<file path="src/hdl/keyed_replay_filter_table_top_assert.svh">
// ----------------------------------------------------------------------------
// Keyed replay filter table assertion macros
// Concurrent checks on the table's control logic, empty when SYNTH is set.
// ----------------------------------------------------------------------------
`ifndef KEYED_REPLAY_FILTER_TABLE_TOP_ASSERT_SVH
`define KEYED_REPLAY_FILTER_TABLE_TOP_ASSERT_SVH
`ifndef SYNTH
`define KRFT_ASSERT_NOW(label, clk, rst_n, ante, cons) \
    label: assert property (@(posedge clk) disable iff (!rst_n) (ante) |-> (cons)) \
        else $error("keyed replay filter table check failed");
`define KRFT_ASSERT_NEXT(label, clk, rst_n, ante, cons) \
    label: assert property (@(posedge clk) disable iff (!rst_n) (ante) |=> (cons)) \
        else $error("keyed replay filter table check failed");
`else
`define KRFT_ASSERT_NOW(label, clk, rst_n, ante, cons)
`define KRFT_ASSERT_NEXT(label, clk, rst_n, ante, cons)
`endif
`endif

</file>
<file path="src/hdl/krft_pkg.sv">
// ----------------------------------------------------------------------------
// Keyed replay filter table package
// Sizes, operation and status codes, and item and entry types.
// ----------------------------------------------------------------------------
`default_nettype none

package krft_pkg;

    localparam int TABLE_ENTRIES = 16;
    localparam int IDX_W = (TABLE_ENTRIES > 1) ? $clog2(TABLE_ENTRIES) : 1;
    localparam int CNT_W = $clog2(TABLE_ENTRIES + 1);

    localparam logic [2:0] MODE_ADD    = 3'd0;
    localparam logic [2:0] MODE_DELETE = 3'd1;
    localparam logic [2:0] MODE_SET_EN = 3'd2;
    localparam logic [2:0] MODE_QRY_EN = 3'd3;
    localparam logic [2:0] MODE_CHECK  = 3'd4;
    localparam logic [2:0] MODE_CLEAR  = 3'd5;

    localparam logic [1:0] STAT_OK        = 2'd0;
    localparam logic [1:0] STAT_FULL      = 2'd1;
    localparam logic [1:0] STAT_NOT_FOUND = 2'd2;
    localparam logic [1:0] STAT_DISABLED  = 2'd3;

    typedef struct packed {
        logic [2:0]  mode;
        logic [47:0] peer_address;
        logic [15:0] peer_product;
        logic [31:0] counter_value;
        logic        enable_value;
        logic        replay_strict;
    } t_req;

    typedef struct packed {
        logic [1:0] status;
        logic       accepted;
        logic [4:0] entry_count;
    } t_result;

    typedef struct packed {
        logic [47:0] address;
        logic [15:0] product;
        logic [31:0] counter;
        logic        enabled;
    } t_entry;

endpackage

`default_nettype wire

</file>
<file path="src/hdl/keyed_replay_filter_table_top.sv">
// ----------------------------------------------------------------------------
// Keyed replay filter table
// Peer table keyed by address and product id with frame counter replay check.
// ----------------------------------------------------------------------------
// Channel   Ports                               Transfer
// request   start, busy, i_req                  start high while busy low
// result    o_result_valid, o_result            one cycle strobe, no stall
//
// A lookup walks the entry memory one entry per cycle, then the apply state
// applies the operation and registers the result; the scan stops early on a
// key match. Clear all and unused codes answer in the next cycle.
// Synchronous reset empties the table at once. The result strobe cannot be
// stalled; busy holds off the next item.
// ----------------------------------------------------------------------------
`default_nettype none

`include "keyed_replay_filter_table_top_assert.svh"

module keyed_replay_filter_table_top
    import krft_pkg::*;
(
    input  wire logic    i_clk,
    input  wire logic    i_rst_n,
    input  wire logic    start,
    output logic         busy,
    input  wire t_req    i_req,
    output logic         o_result_valid,
    output t_result      o_result
);

    typedef enum logic [1:0] {
        S_IDLE,
        S_SCAN,
        S_APPLY
    } t_state;

    localparam logic [IDX_W-1:0] LAST_IDX = IDX_W'(TABLE_ENTRIES - 1);
    localparam logic [CNT_W-1:0] FULL_CNT = CNT_W'(TABLE_ENTRIES);

    t_state                   r_state;
    t_req                     r_req;
    logic [IDX_W-1:0]         r_ptr;
    logic                     r_hit;
    logic [IDX_W-1:0]         r_hit_idx;
    t_entry                   r_hit_entry;
    logic                     r_free;
    logic [IDX_W-1:0]         r_free_idx;
    logic [TABLE_ENTRIES-1:0] r_valid;
    logic [CNT_W-1:0]         r_count;
    logic                     r_out_vld;
    t_result                  r_out;

    t_entry                   r_mem [TABLE_ENTRIES];
    t_entry                   r_rd_entry;

    logic [IDX_W-1:0]         rd_addr;
    logic                     key_hit;
    logic                     wr_en;
    logic [IDX_W-1:0]         wr_addr;
    t_entry                   wr_data;
    logic                     set_valid;
    logic                     clr_valid;
    logic [1:0]               n_status;
    logic                     n_accepted;
    logic [CNT_W-1:0]         n_count;
    logic [31:0]              cnt_diff;
    logic                     cnt_pass;
    logic [CNT_W+4:0]         cnt_ext;
    logic [CNT_W+4:0]         cnt_cur_ext;

    assign busy           = (r_state != S_IDLE);
    assign o_result_valid = r_out_vld;
    assign o_result       = r_out;

    assign rd_addr = (r_state == S_SCAN) ? r_ptr + IDX_W'(1) : '0;
    assign key_hit = r_valid[r_ptr]
                   && (r_rd_entry.address == r_req.peer_address)
                   && (r_rd_entry.product == r_req.peer_product);

    assign cnt_diff = r_req.counter_value - r_hit_entry.counter;
    assign cnt_pass = (r_req.counter_value != r_hit_entry.counter)
                   && (!r_req.replay_strict || (r_hit_entry.counter == 32'd0)
                       || ((cnt_diff != 32'd0) && !cnt_diff[31]));

    always_comb begin
        wr_en      = 1'b0;
        wr_addr    = r_hit_idx;
        wr_data    = r_hit_entry;
        set_valid  = 1'b0;
        clr_valid  = 1'b0;
        n_status   = STAT_OK;
        n_accepted = 1'b0;
        n_count    = r_count;
        unique case (r_req.mode)
            MODE_ADD: begin
                if (r_count >= FULL_CNT) begin
                    n_status = STAT_FULL;
                end else if (r_hit) begin
                    wr_en           = 1'b1;
                    wr_data.counter = 32'd0;
                end else if (r_free) begin
                    wr_en           = 1'b1;
                    wr_addr         = r_free_idx;
                    wr_data.address = r_req.peer_address;
                    wr_data.product = r_req.peer_product;
                    wr_data.counter = r_req.counter_value;
                    wr_data.enabled = r_req.enable_value;
                    set_valid       = 1'b1;
                    n_count         = r_count + CNT_W'(1);
                end else begin
                    n_status = STAT_FULL;
                end
            end
            MODE_DELETE: begin
                if (!r_hit) begin
                    n_status = STAT_NOT_FOUND;
                end else begin
                    clr_valid = 1'b1;
                    n_count   = r_count - CNT_W'(1);
                end
            end
            MODE_SET_EN: begin
                if (!r_hit) begin
                    n_status = STAT_NOT_FOUND;
                end else begin
                    wr_en           = 1'b1;
                    wr_data.enabled = r_req.enable_value;
                end
            end
            MODE_QRY_EN: begin
                if (!r_hit) begin
                    n_status = STAT_NOT_FOUND;
                end else if (!r_hit_entry.enabled) begin
                    n_status = STAT_DISABLED;
                end
            end
            MODE_CHECK: begin
                if (!r_hit) begin
                    n_status = STAT_NOT_FOUND;
                end else if (cnt_pass) begin
                    wr_en           = 1'b1;
                    wr_data.counter = r_req.counter_value;
                    n_accepted      = 1'b1;
                end
            end
            default: begin
            end
        endcase
        if (r_state != S_APPLY) begin
            wr_en     = 1'b0;
            set_valid = 1'b0;
            clr_valid = 1'b0;
        end
    end

    assign cnt_ext     = {5'd0, n_count};
    assign cnt_cur_ext = {5'd0, r_count};

    always_ff @(posedge i_clk) begin
        if (wr_en) begin
            r_mem[wr_addr] <= wr_data;
        end
        r_rd_entry <= r_mem[rd_addr];
    end

    always_ff @(posedge i_clk) begin
        if (!i_rst_n) begin
            r_state   <= S_IDLE;
            r_valid   <= '0;
            r_count   <= '0;
            r_out_vld <= 1'b0;
            r_hit     <= 1'b0;
            r_free    <= 1'b0;
        end else begin
            r_out_vld <= 1'b0;
            unique case (r_state)
                S_IDLE: begin
                    if (start) begin
                        r_req  <= i_req;
                        r_ptr  <= '0;
                        r_hit  <= 1'b0;
                        r_free <= 1'b0;
                        if (i_req.mode == MODE_CLEAR) begin
                            r_valid              <= '0;
                            r_count              <= '0;
                            r_out_vld            <= 1'b1;
                            r_out.status         <= STAT_OK;
                            r_out.accepted       <= 1'b0;
                            r_out.entry_count    <= 5'd0;
                        end else if (i_req.mode == MODE_ADD || i_req.mode == MODE_DELETE
                                     || i_req.mode == MODE_SET_EN
                                     || i_req.mode == MODE_QRY_EN
                                     || i_req.mode == MODE_CHECK) begin
                            r_state <= S_SCAN;
                        end else begin
                            r_out_vld            <= 1'b1;
                            r_out.status         <= STAT_OK;
                            r_out.accepted       <= 1'b0;
                            r_out.entry_count    <= cnt_cur_ext[4:0];
                        end
                    end
                end
                S_SCAN: begin
                    if (key_hit) begin
                        r_hit       <= 1'b1;
                        r_hit_idx   <= r_ptr;
                        r_hit_entry <= r_rd_entry;
                        r_state     <= S_APPLY;
                    end else begin
                        if (!r_valid[r_ptr] && !r_free) begin
                            r_free     <= 1'b1;
                            r_free_idx <= r_ptr;
                        end
                        if (r_ptr == LAST_IDX) begin
                            r_state <= S_APPLY;
                        end else begin
                            r_ptr <= r_ptr + IDX_W'(1);
                        end
                    end
                end
                S_APPLY: begin
                    if (set_valid) begin
                        r_valid[r_free_idx] <= 1'b1;
                    end
                    if (clr_valid) begin
                        r_valid[r_hit_idx] <= 1'b0;
                    end
                    r_count           <= n_count;
                    r_out_vld         <= 1'b1;
                    r_out.status      <= n_status;
                    r_out.accepted    <= n_accepted;
                    r_out.entry_count <= cnt_ext[4:0];
                    r_state           <= S_IDLE;
                end
                default: begin
                    r_state <= S_IDLE;
                end
            endcase
        end
    end

    `KRFT_ASSERT_NOW(a_count_matches_valid, i_clk, i_rst_n, 1'b1, r_count == CNT_W'($countones(r_valid)))
    `KRFT_ASSERT_NEXT(a_apply_gives_result, i_clk, i_rst_n, r_state == S_APPLY, o_result_valid && !busy)
    `KRFT_ASSERT_NOW(a_no_result_while_busy, i_clk, i_rst_n, busy, !o_result_valid)
    `KRFT_ASSERT_NEXT(a_clear_empties, i_clk, i_rst_n, start && !busy && i_req.mode == MODE_CLEAR, o_result_valid && r_valid == '0)

endmodule

`default_nettype wire
</file>
<file path="config.mk">
export PLATFORM = sky130hd
export DESIGN_NAME = keyed_replay_filter_table_top
export DESIGN_NICKNAME = d
export VERILOG_FILES = /design/src/hdl/krft_pkg.sv /design/src/hdl/keyed_replay_filter_table_top.sv
export VERILOG_INCLUDE_DIRS = /design/src /design/src/hdl
export SDC_FILE = /design/constraint.sdc
export NUM_CORES = 2
export LEC_CHECK = 0
export BUFFER_PORTS_ARGS = -buffer_cell sky130_fd_sc_hd__buf_2
export CAP_MARGIN = 20
export CORE_ASPECT_RATIO = 1.1
export CORE_MARGIN = 2
export CORE_UTILIZATION = 65
export CTS_BUF_LIST = sky130_fd_sc_hd__clkbuf_8
export CTS_CLUSTER_SIZE = 40
export DETAILED_ROUTE_END_ITERATION = 10
export PLACE_DENSITY = 0.93
export RECOVER_POWER = 100
export SYNTH_ARGS = -nofsm -noshare
export SYNTH_HDL_FRONTEND = slang
export SYNTH_SLANG_ARGS = --single-unit
</file>
<file path="constraint.sdc">
create_clock -name i_clk -period 27 [get_ports i_clk]
set_input_delay 2.7 -clock i_clk [delete_from_list [all_inputs] [get_ports i_clk]]
set_output_delay 2.7 -clock i_clk [all_outputs]
set_load 0.02 [all_outputs]
</file>
# Word-level counts from Yosys, hierarchy flattened
# Memories as Yosys holds them, arrays and structs flattened. A register that Yosys moved wholly into a read port is not among the register bits.
# Index checks and enable logic that the tools add are counted.
# word_totals
register_bits,244
latch_bits,0
ramBits,1552
rom_bits,0
input_bits,104
output_inout_bits,10
wordCells,183
n_memories,1
# memory_table
memory,words,word_bits,read_ports,rd_clocked_by_memory_dff,write_ports,line_no,text
r_mem,16,97,1,1,1,keyed_replay_filter_table_top.sv:53,t_entry r_mem [TABLE_ENTRIES];
# classes
addsub,4
n_mul,0
div,0
order_cmp,6
n_eq_ne,26
shift,0
muxes,85
bitwise_logic,4
n_reduce_logical,35
# op_table
op,n
2-to-1 mux 97 bit,2
2-to-1 mux 64 bit,2
2-to-1 mux 16 bit,6
2-to-1 mux 32 bit,3
one-hot mux 32 bit (2 select lines),1
equality test 48 bit,1
zero test 32 bit,1
2-to-1 mux 4 bit,8
!= test 32 bit,1
one-hot mux 16 bit (2 select lines),1
nonzero test 32 bit,1
subtractor 32 bit,1
2-to-1 mux 1 bit,31
2-to-1 mux 5 bit,6
2-to-1 mux 8 bit,3
one-hot mux 5 bit (2 select lines),2
bitwise AND 16 bit,1
equality test 16 bit,1
2-to-1 mux 2 bit,8
!= test 2 bit (second input constant),8
inverter 16 bit,1
bitwise OR 16 bit,1
one-hot mux 8 bit (2 select lines),1
AND reduction 4 bit,4
other kinds (32),65

# Depth between registers and ports, before layout
# logic_depth
ltp_word,11
depth_mapped,14
mapped_depth_nobuf,12

# Least setup slack after synthesis
# No wires, ideal clock.
# synth_timing
path_kind,register to register
startpoint,register r_hit_entry[8] (netlist name)
endpoint,memory r_mem[11][0] (netlist name) (enable)
setup_ps,791
arrival_time_ps,11927
required_ps,26209
setup_slack_ps,14282
stages_incl_launch_ff,14
path_buffers,1
period_less_slack_ps,12718
cell_sequence,edfxtp_1 -> inv_1 -> ha_1 -> buf_2 -> and3_1 -> nand2_1 -> a211oi_1 -> o31a_1 -> o21ai_0 -> o21ai_0 -> xor2_1 -> nand4b_1 -> nor4b_2 -> nor4_1
# synth_via
elab_chain_cells,11
word_cells_on_any_way,15
cone_classes,1 x add/sub; 1 x eq/ne; 6 x mux; 7 x reduce/logical
# synth_rtl
item,line_no,text
"start, declared",keyed_replay_filter_table_top.sv:45,t_entry r_hit_entry;
"start signal, assigned",keyed_replay_filter_table_top.sv:207,r_hit_entry <= r_rd_entry;
subtractor 32 bit,keyed_replay_filter_table_top.sv:80,assign cnt_diff = r_req.counter_value - r_hit_entry.counter;
nonzero test 32 bit / zero test 1 bit (equally long branches),keyed_replay_filter_table_top.sv:83,|| ((cnt_diff != 32'd0) && !cnt_diff[31]));
logical AND 1 bit,keyed_replay_filter_table_top.sv:83,
logical OR 1 bit,keyed_replay_filter_table_top.sv:83,
logical AND 1 bit (*),keyed_replay_filter_table_top.sv:82,&& (!r_req.replay_strict || (r_hit_entry.counter == 32'd0)
2-to-1 mux 1 bit (*),keyed_replay_filter_table_top.sv:140,end else if (cnt_pass) begin
2-to-1 mux 1 bit (*),keyed_replay_filter_table_top.sv:138,if (!r_hit) begin
one-hot mux 1 bit (3 select lines) (*),keyed_replay_filter_table_top.sv:94,unique case (r_req.mode)
2-to-1 mux 1 bit (*),keyed_replay_filter_table_top.sv:149,if (r_state != S_APPLY) begin
2-to-1 mux 1 bit (*),keyed_replay_filter_table_top.sv:160,if (wr_en) begin
2-to-1 mux 1 bit (not written as such) (*),keyed_replay_filter_table_top.sv:161,r_mem[wr_addr] <= wr_data;
"end, declared",keyed_replay_filter_table_top.sv:53,
# Every way passes the cells marked *; elsewhere a longest branch is shown, timed or not.

# Final worst setup path
# layout_timing
startpoint,register r_ptr[0]
endpoint,"register, netlist name r_rd_entry[34]"
# layout_via
elab_chain_cells,2
# layout_rtl
item,line_no,text
"start, declared",keyed_replay_filter_table_top.sv:42,logic [IDX_W-1:0] r_ptr;
"start signal, assigned",keyed_replay_filter_table_top.sv:217,r_ptr <= r_ptr + IDX_W'(1);
adder 4 x 1 -> 4 bit,keyed_replay_filter_table_top.sv:75,assign rd_addr = (r_state == S_SCAN) ? r_ptr + IDX_W'(1) : '0;
2-to-1 mux 4 bit,keyed_replay_filter_table_top.sv:75,
# No other way between the ends.
# A chain may end at the register's enable or synchronous reset.

==> impl_metrics.env <==
export IMPL_status="finished with violations"
export IMPL_violations="max-capacitance violations, max-slew violations"
export IMPL_yosys_warnings=0
export IMPL_clock_fmax_mhz=60.8
export IMPL_syn_area_per_cell_um2=15.5
export IMPL_setup_viol=0
export IMPL_wl_mm=207
export IMPL_path_delay_family="buffers and inverters"
export IMPL_cp_start_kind="flip-flop"
export IMPL_ys_flop_type="edfxtp_1"
export IMPL_hold_buffers=0
export IMPL_cts_setup_buffers=0
export IMPL_rows=130
export IMPL_fin_total_pwr_mw=5.89
export IMPL_p_clk_share_pct=39.7
export IMPL_port_buffers=113
export IMPL_max_slew_margin_rel_pct=-647
export IMPL_maxCapViolations=43
export IMPL_area_delta_synth_final_pct=9.58
export IMPL_worst_path_max_delay_cell="clkbuf_1"
export IMPL_fp_dieArea_um2=118000
export IMPL_die_h_um=360
export IMPL_synth_seq_cells=1893
export IMPL_netlist_instances=4821
export IMPL_synth_edff_count=1770
export IMPL_cp_data_required_time_ns=27.88
export IMPL_endpoint_kind="flip-flop"
export IMPL_core_um2=114000
export IMPL_grt_max_degree=257
export IMPL_slowest_delay_ns=7.64
export IMPL_vias=49400
export IMPL_ir_worst_vdd_mv=0.0529
export IMPL_grt_pass1_wl_mm=301
export IMPL_ctsLongestPathBuffers=4
export IMPL_grt_overflow_total=0
export IMPL_antenna_found_initial=8
export IMPL_drt_initial_drc_count=9217
export IMPL_path_class="flip-flop to flip-flop"
export IMPL_vias_per_cell=7.38
export IMPL_p_int_mw=4.52
export IMPL_clock_latency_ns=1.01
export IMPL_fin_crit_sh_pct=61.0
export IMPL_crit_arrival_ns=17.34
export IMPL_drc=0
export IMPL_hp_class="flip-flop to flip-flop"
export IMPL_cts_tree="yes"
export IMPL_crit_top_cell="clkbuf_1"
export IMPL_clk_pin_slew_worst_paths_ns=0.07
export IMPL_io_pins=114
export IMPL_slew_viol_final=2497
export IMPL_hold_viol_final=0
export IMPL_p_seq_share_pct=55.1
export IMPL_tightestPinTransition_ns=11.20
export IMPL_rsz0062_at_grt="no"
export IMPL_start_util_pct=65.5
export IMPL_track_usage_pct=34.3
export IMPL_worstPathCellList="clkbuf_1, nand3_1, xor2_1, nor2_4, clkbuf_1, clkbuf_1, o21ai_0, a21oi_1"
export IMPL_drive_gt1_share_pct=9.89
export IMPL_dr_pass1_iters=6
export IMPL_synth_distinct_cells=69
export IMPL_powerDensity_nw_per_um2=71.8
export IMPL_place_congestion=0.979
export IMPL_grt_pass1_vias=49000
export IMPL_ys_seq_area_share_pct=74.4
export IMPL_p_sw_mw=1.37
export IMPL_fin_crit_ns=16.46
export IMPL_ctsResizeCount=0
export IMPL_cts_sinks=1893
export IMPL_synthesis_nets=4959
export IMPL_nets=5085
export IMPL_combPwrFrac_pct=5.2
export IMPL_async_flop_share_pct=0
export IMPL_drtAntennaViolNets=0
export IMPL_fin_util_pct=71.8
export IMPL_die_w_um=327
export IMPL_worstPathMaxFanout=197
export IMPL_numCtsBuffers=300
export IMPL_wl_per_cell_um=30.9
export IMPL_sw_frac_of_total_pct=23.3
export IMPL_hpwl_mm=97.7
export IMPL_p_leak_nw=25.5
export IMPL_root_buffer="clkbuf_8"
export IMPL_syn_area_um2=74800
export IMPL_htree_levels=5
export IMPL_fin_setup_tns_ns=0
export IMPL_crit_buf_inv=3
export IMPL_fin_skew_ns=0.0801
[worst reg2reg max path: cells and delay by family (launching register included)]
kind	cells	cell delay, ns
buffers and inverters	3	13.54
AO/OA/AOI/OAI	2	1.37
AND/OR/NAND/NOR	2	0.68
XOR/XNOR	1	0.50
flip-flops	1	0.32
[kinds of logic after synthesis]
| group | Yosys count | share of synthesized area, % |
|---|---|---|
| simple gates | 670 | 4.57 |
| mux | 308 | 4.21 |
| fa+ha+maj | 34 | 0.569 |
| buf+inv | 410 | 2.10 |
| compound gates | 1430 | 13.3 |
| flops | 1893 | 74.4 |
| xor+xnor | 76 | 0.890 |
[cell usage after synthesis (64+ instances only)]
master / count / area share (%)
edfxtp_1: 1770 / 71
o21ai_0: 323 / 2.2
clkbuf_1: 311 / 1.6
mux2i_1: 301 / 4.0
a211oi_1: 299 / 3.0
o221ai_1: 293 / 3.4
nand2_1: 260 / 1.3
a21oi_1: 167 / 1.1
dfxtp_1: 123 / 3.3
nor2b_1: 114 / 0.95
o211ai_1: 105 / 1.1
o22ai_1: 101 / 0.84
nor2_1: 64 / 0.32
[final timing paths]
| path | startpoint | end | slack, ns | depth (start not counted) |
|---|---|---|---|---|
| hold reg to reg | r_rd_entry[1]$_DFF_P_ | r_hit_entry[1]$_DFFE_PP_ | 0.40 | 0 |
| setup / recovery | r_ptr[0]$_DFFE_PP_ | r_rd_entry[34]$_DFF_P_ | 10.54 | 8 |
| setup reg to reg | r_ptr[0]$_DFFE_PP_ | r_rd_entry[34]$_DFF_P_ | 10.54 | 8 |
| hold / removal | r_rd_entry[1]$_DFF_P_ | r_hit_entry[1]$_DFFE_PP_ | 0.40 | 0 |
[routing by layer]
layer	routed length, um	GRT usage, %	up-vias
met5	50	0	-
met4	12000	19.6	8
met3	30300	8.66	975
met2	97600	53.7	5060
met1	66500	43.9	23600
li1	-	-	19800
[power by group through the flow]
stage                     Clock, mW  Sequential [mW]  Combinational [mW]
after floorplan                   0             3.29               0.197
after global placement            0             3.30               0.268
after detailed placement          0             3.30               0.281
after CTS                      2.33             3.24               0.294
after global routing           2.45             3.24               0.320
final                          2.34             3.24               0.306
[flip-flops by register name (all words and copies together) (netlist names)]
register,flops
r_req,101
r_free,1
r_state,2
r_rd_entry,97
r_hit,1
r_mem,1552
o_result_valid,1
r_ptr,4
r_valid,16
r_hit_idx,4
r_hit_entry,97
r_count,5
r_free_idx,4
o_result,8
[per-stage QoR]
step / area [um2] / hold slack, ns / setup WS [ns] / instances
5_1_grt: 81900 / 0.405 / 10.42 / 6687
4_1_cts: 82200 / 0.398 / 21.04 / 6680
6_report: 82000 / 0.401 / 10.54 / 6690
2_1_floorplan: 74800 / 0.386 / 14.28 / 4821
3_3_place_gp: 76600 / 0.388 / 21.21 / 6158
3_5_place_dp: 76600 / 0.389 / 21.10 / 6158
[final cells by class]
| class | instances | area [um2] |
|---|---|---|
| repair buffers | 187 | 1000 |
| inverters | 47 | 176 |
| diodes | 5 | 12.5 |
| clock buffers | 337 | 4640 |
| well taps | 1518 | 1900 |
| flip-flops and latches | 1893 | 55600 |
| fillers | 6129 | 32200 |
| multi-input cells | 2518 | 17600 |
| clock inverters | 185 | 966 |
[layout by cell type, fill, tap and decap left out, types with 8 or more instances in the layout]
master and n:
nand4_1 27, mux2i_1 301, a211oi_1 299, nand2_1 260, a31o_1 32, xor2_1 39
nor2_1 62, nand3_1 17, clkinvlp_4 12, nor4_1 41, a21oi_1 167, buf_4 23
buf_2 62, edfxtp_1 1770, and4_1 8, dfxtp_1 123, clkbuf_8 337, o221ai_1 293
a21o_1 15, inv_1 145, o21a_1 10, nor2b_1 114, a31oi_1 15, clkinv_1 37
and3_1 43, xnor2_1 37, clkbuf_1 95, a32o_1 32, clkinv_2 30, nand2b_1 10
nor3_1 29, o211ai_1 105, o22ai_1 101, ha_1 34, o21ai_0 323, nor3b_1 15
(Power assumes the default switching activity.)
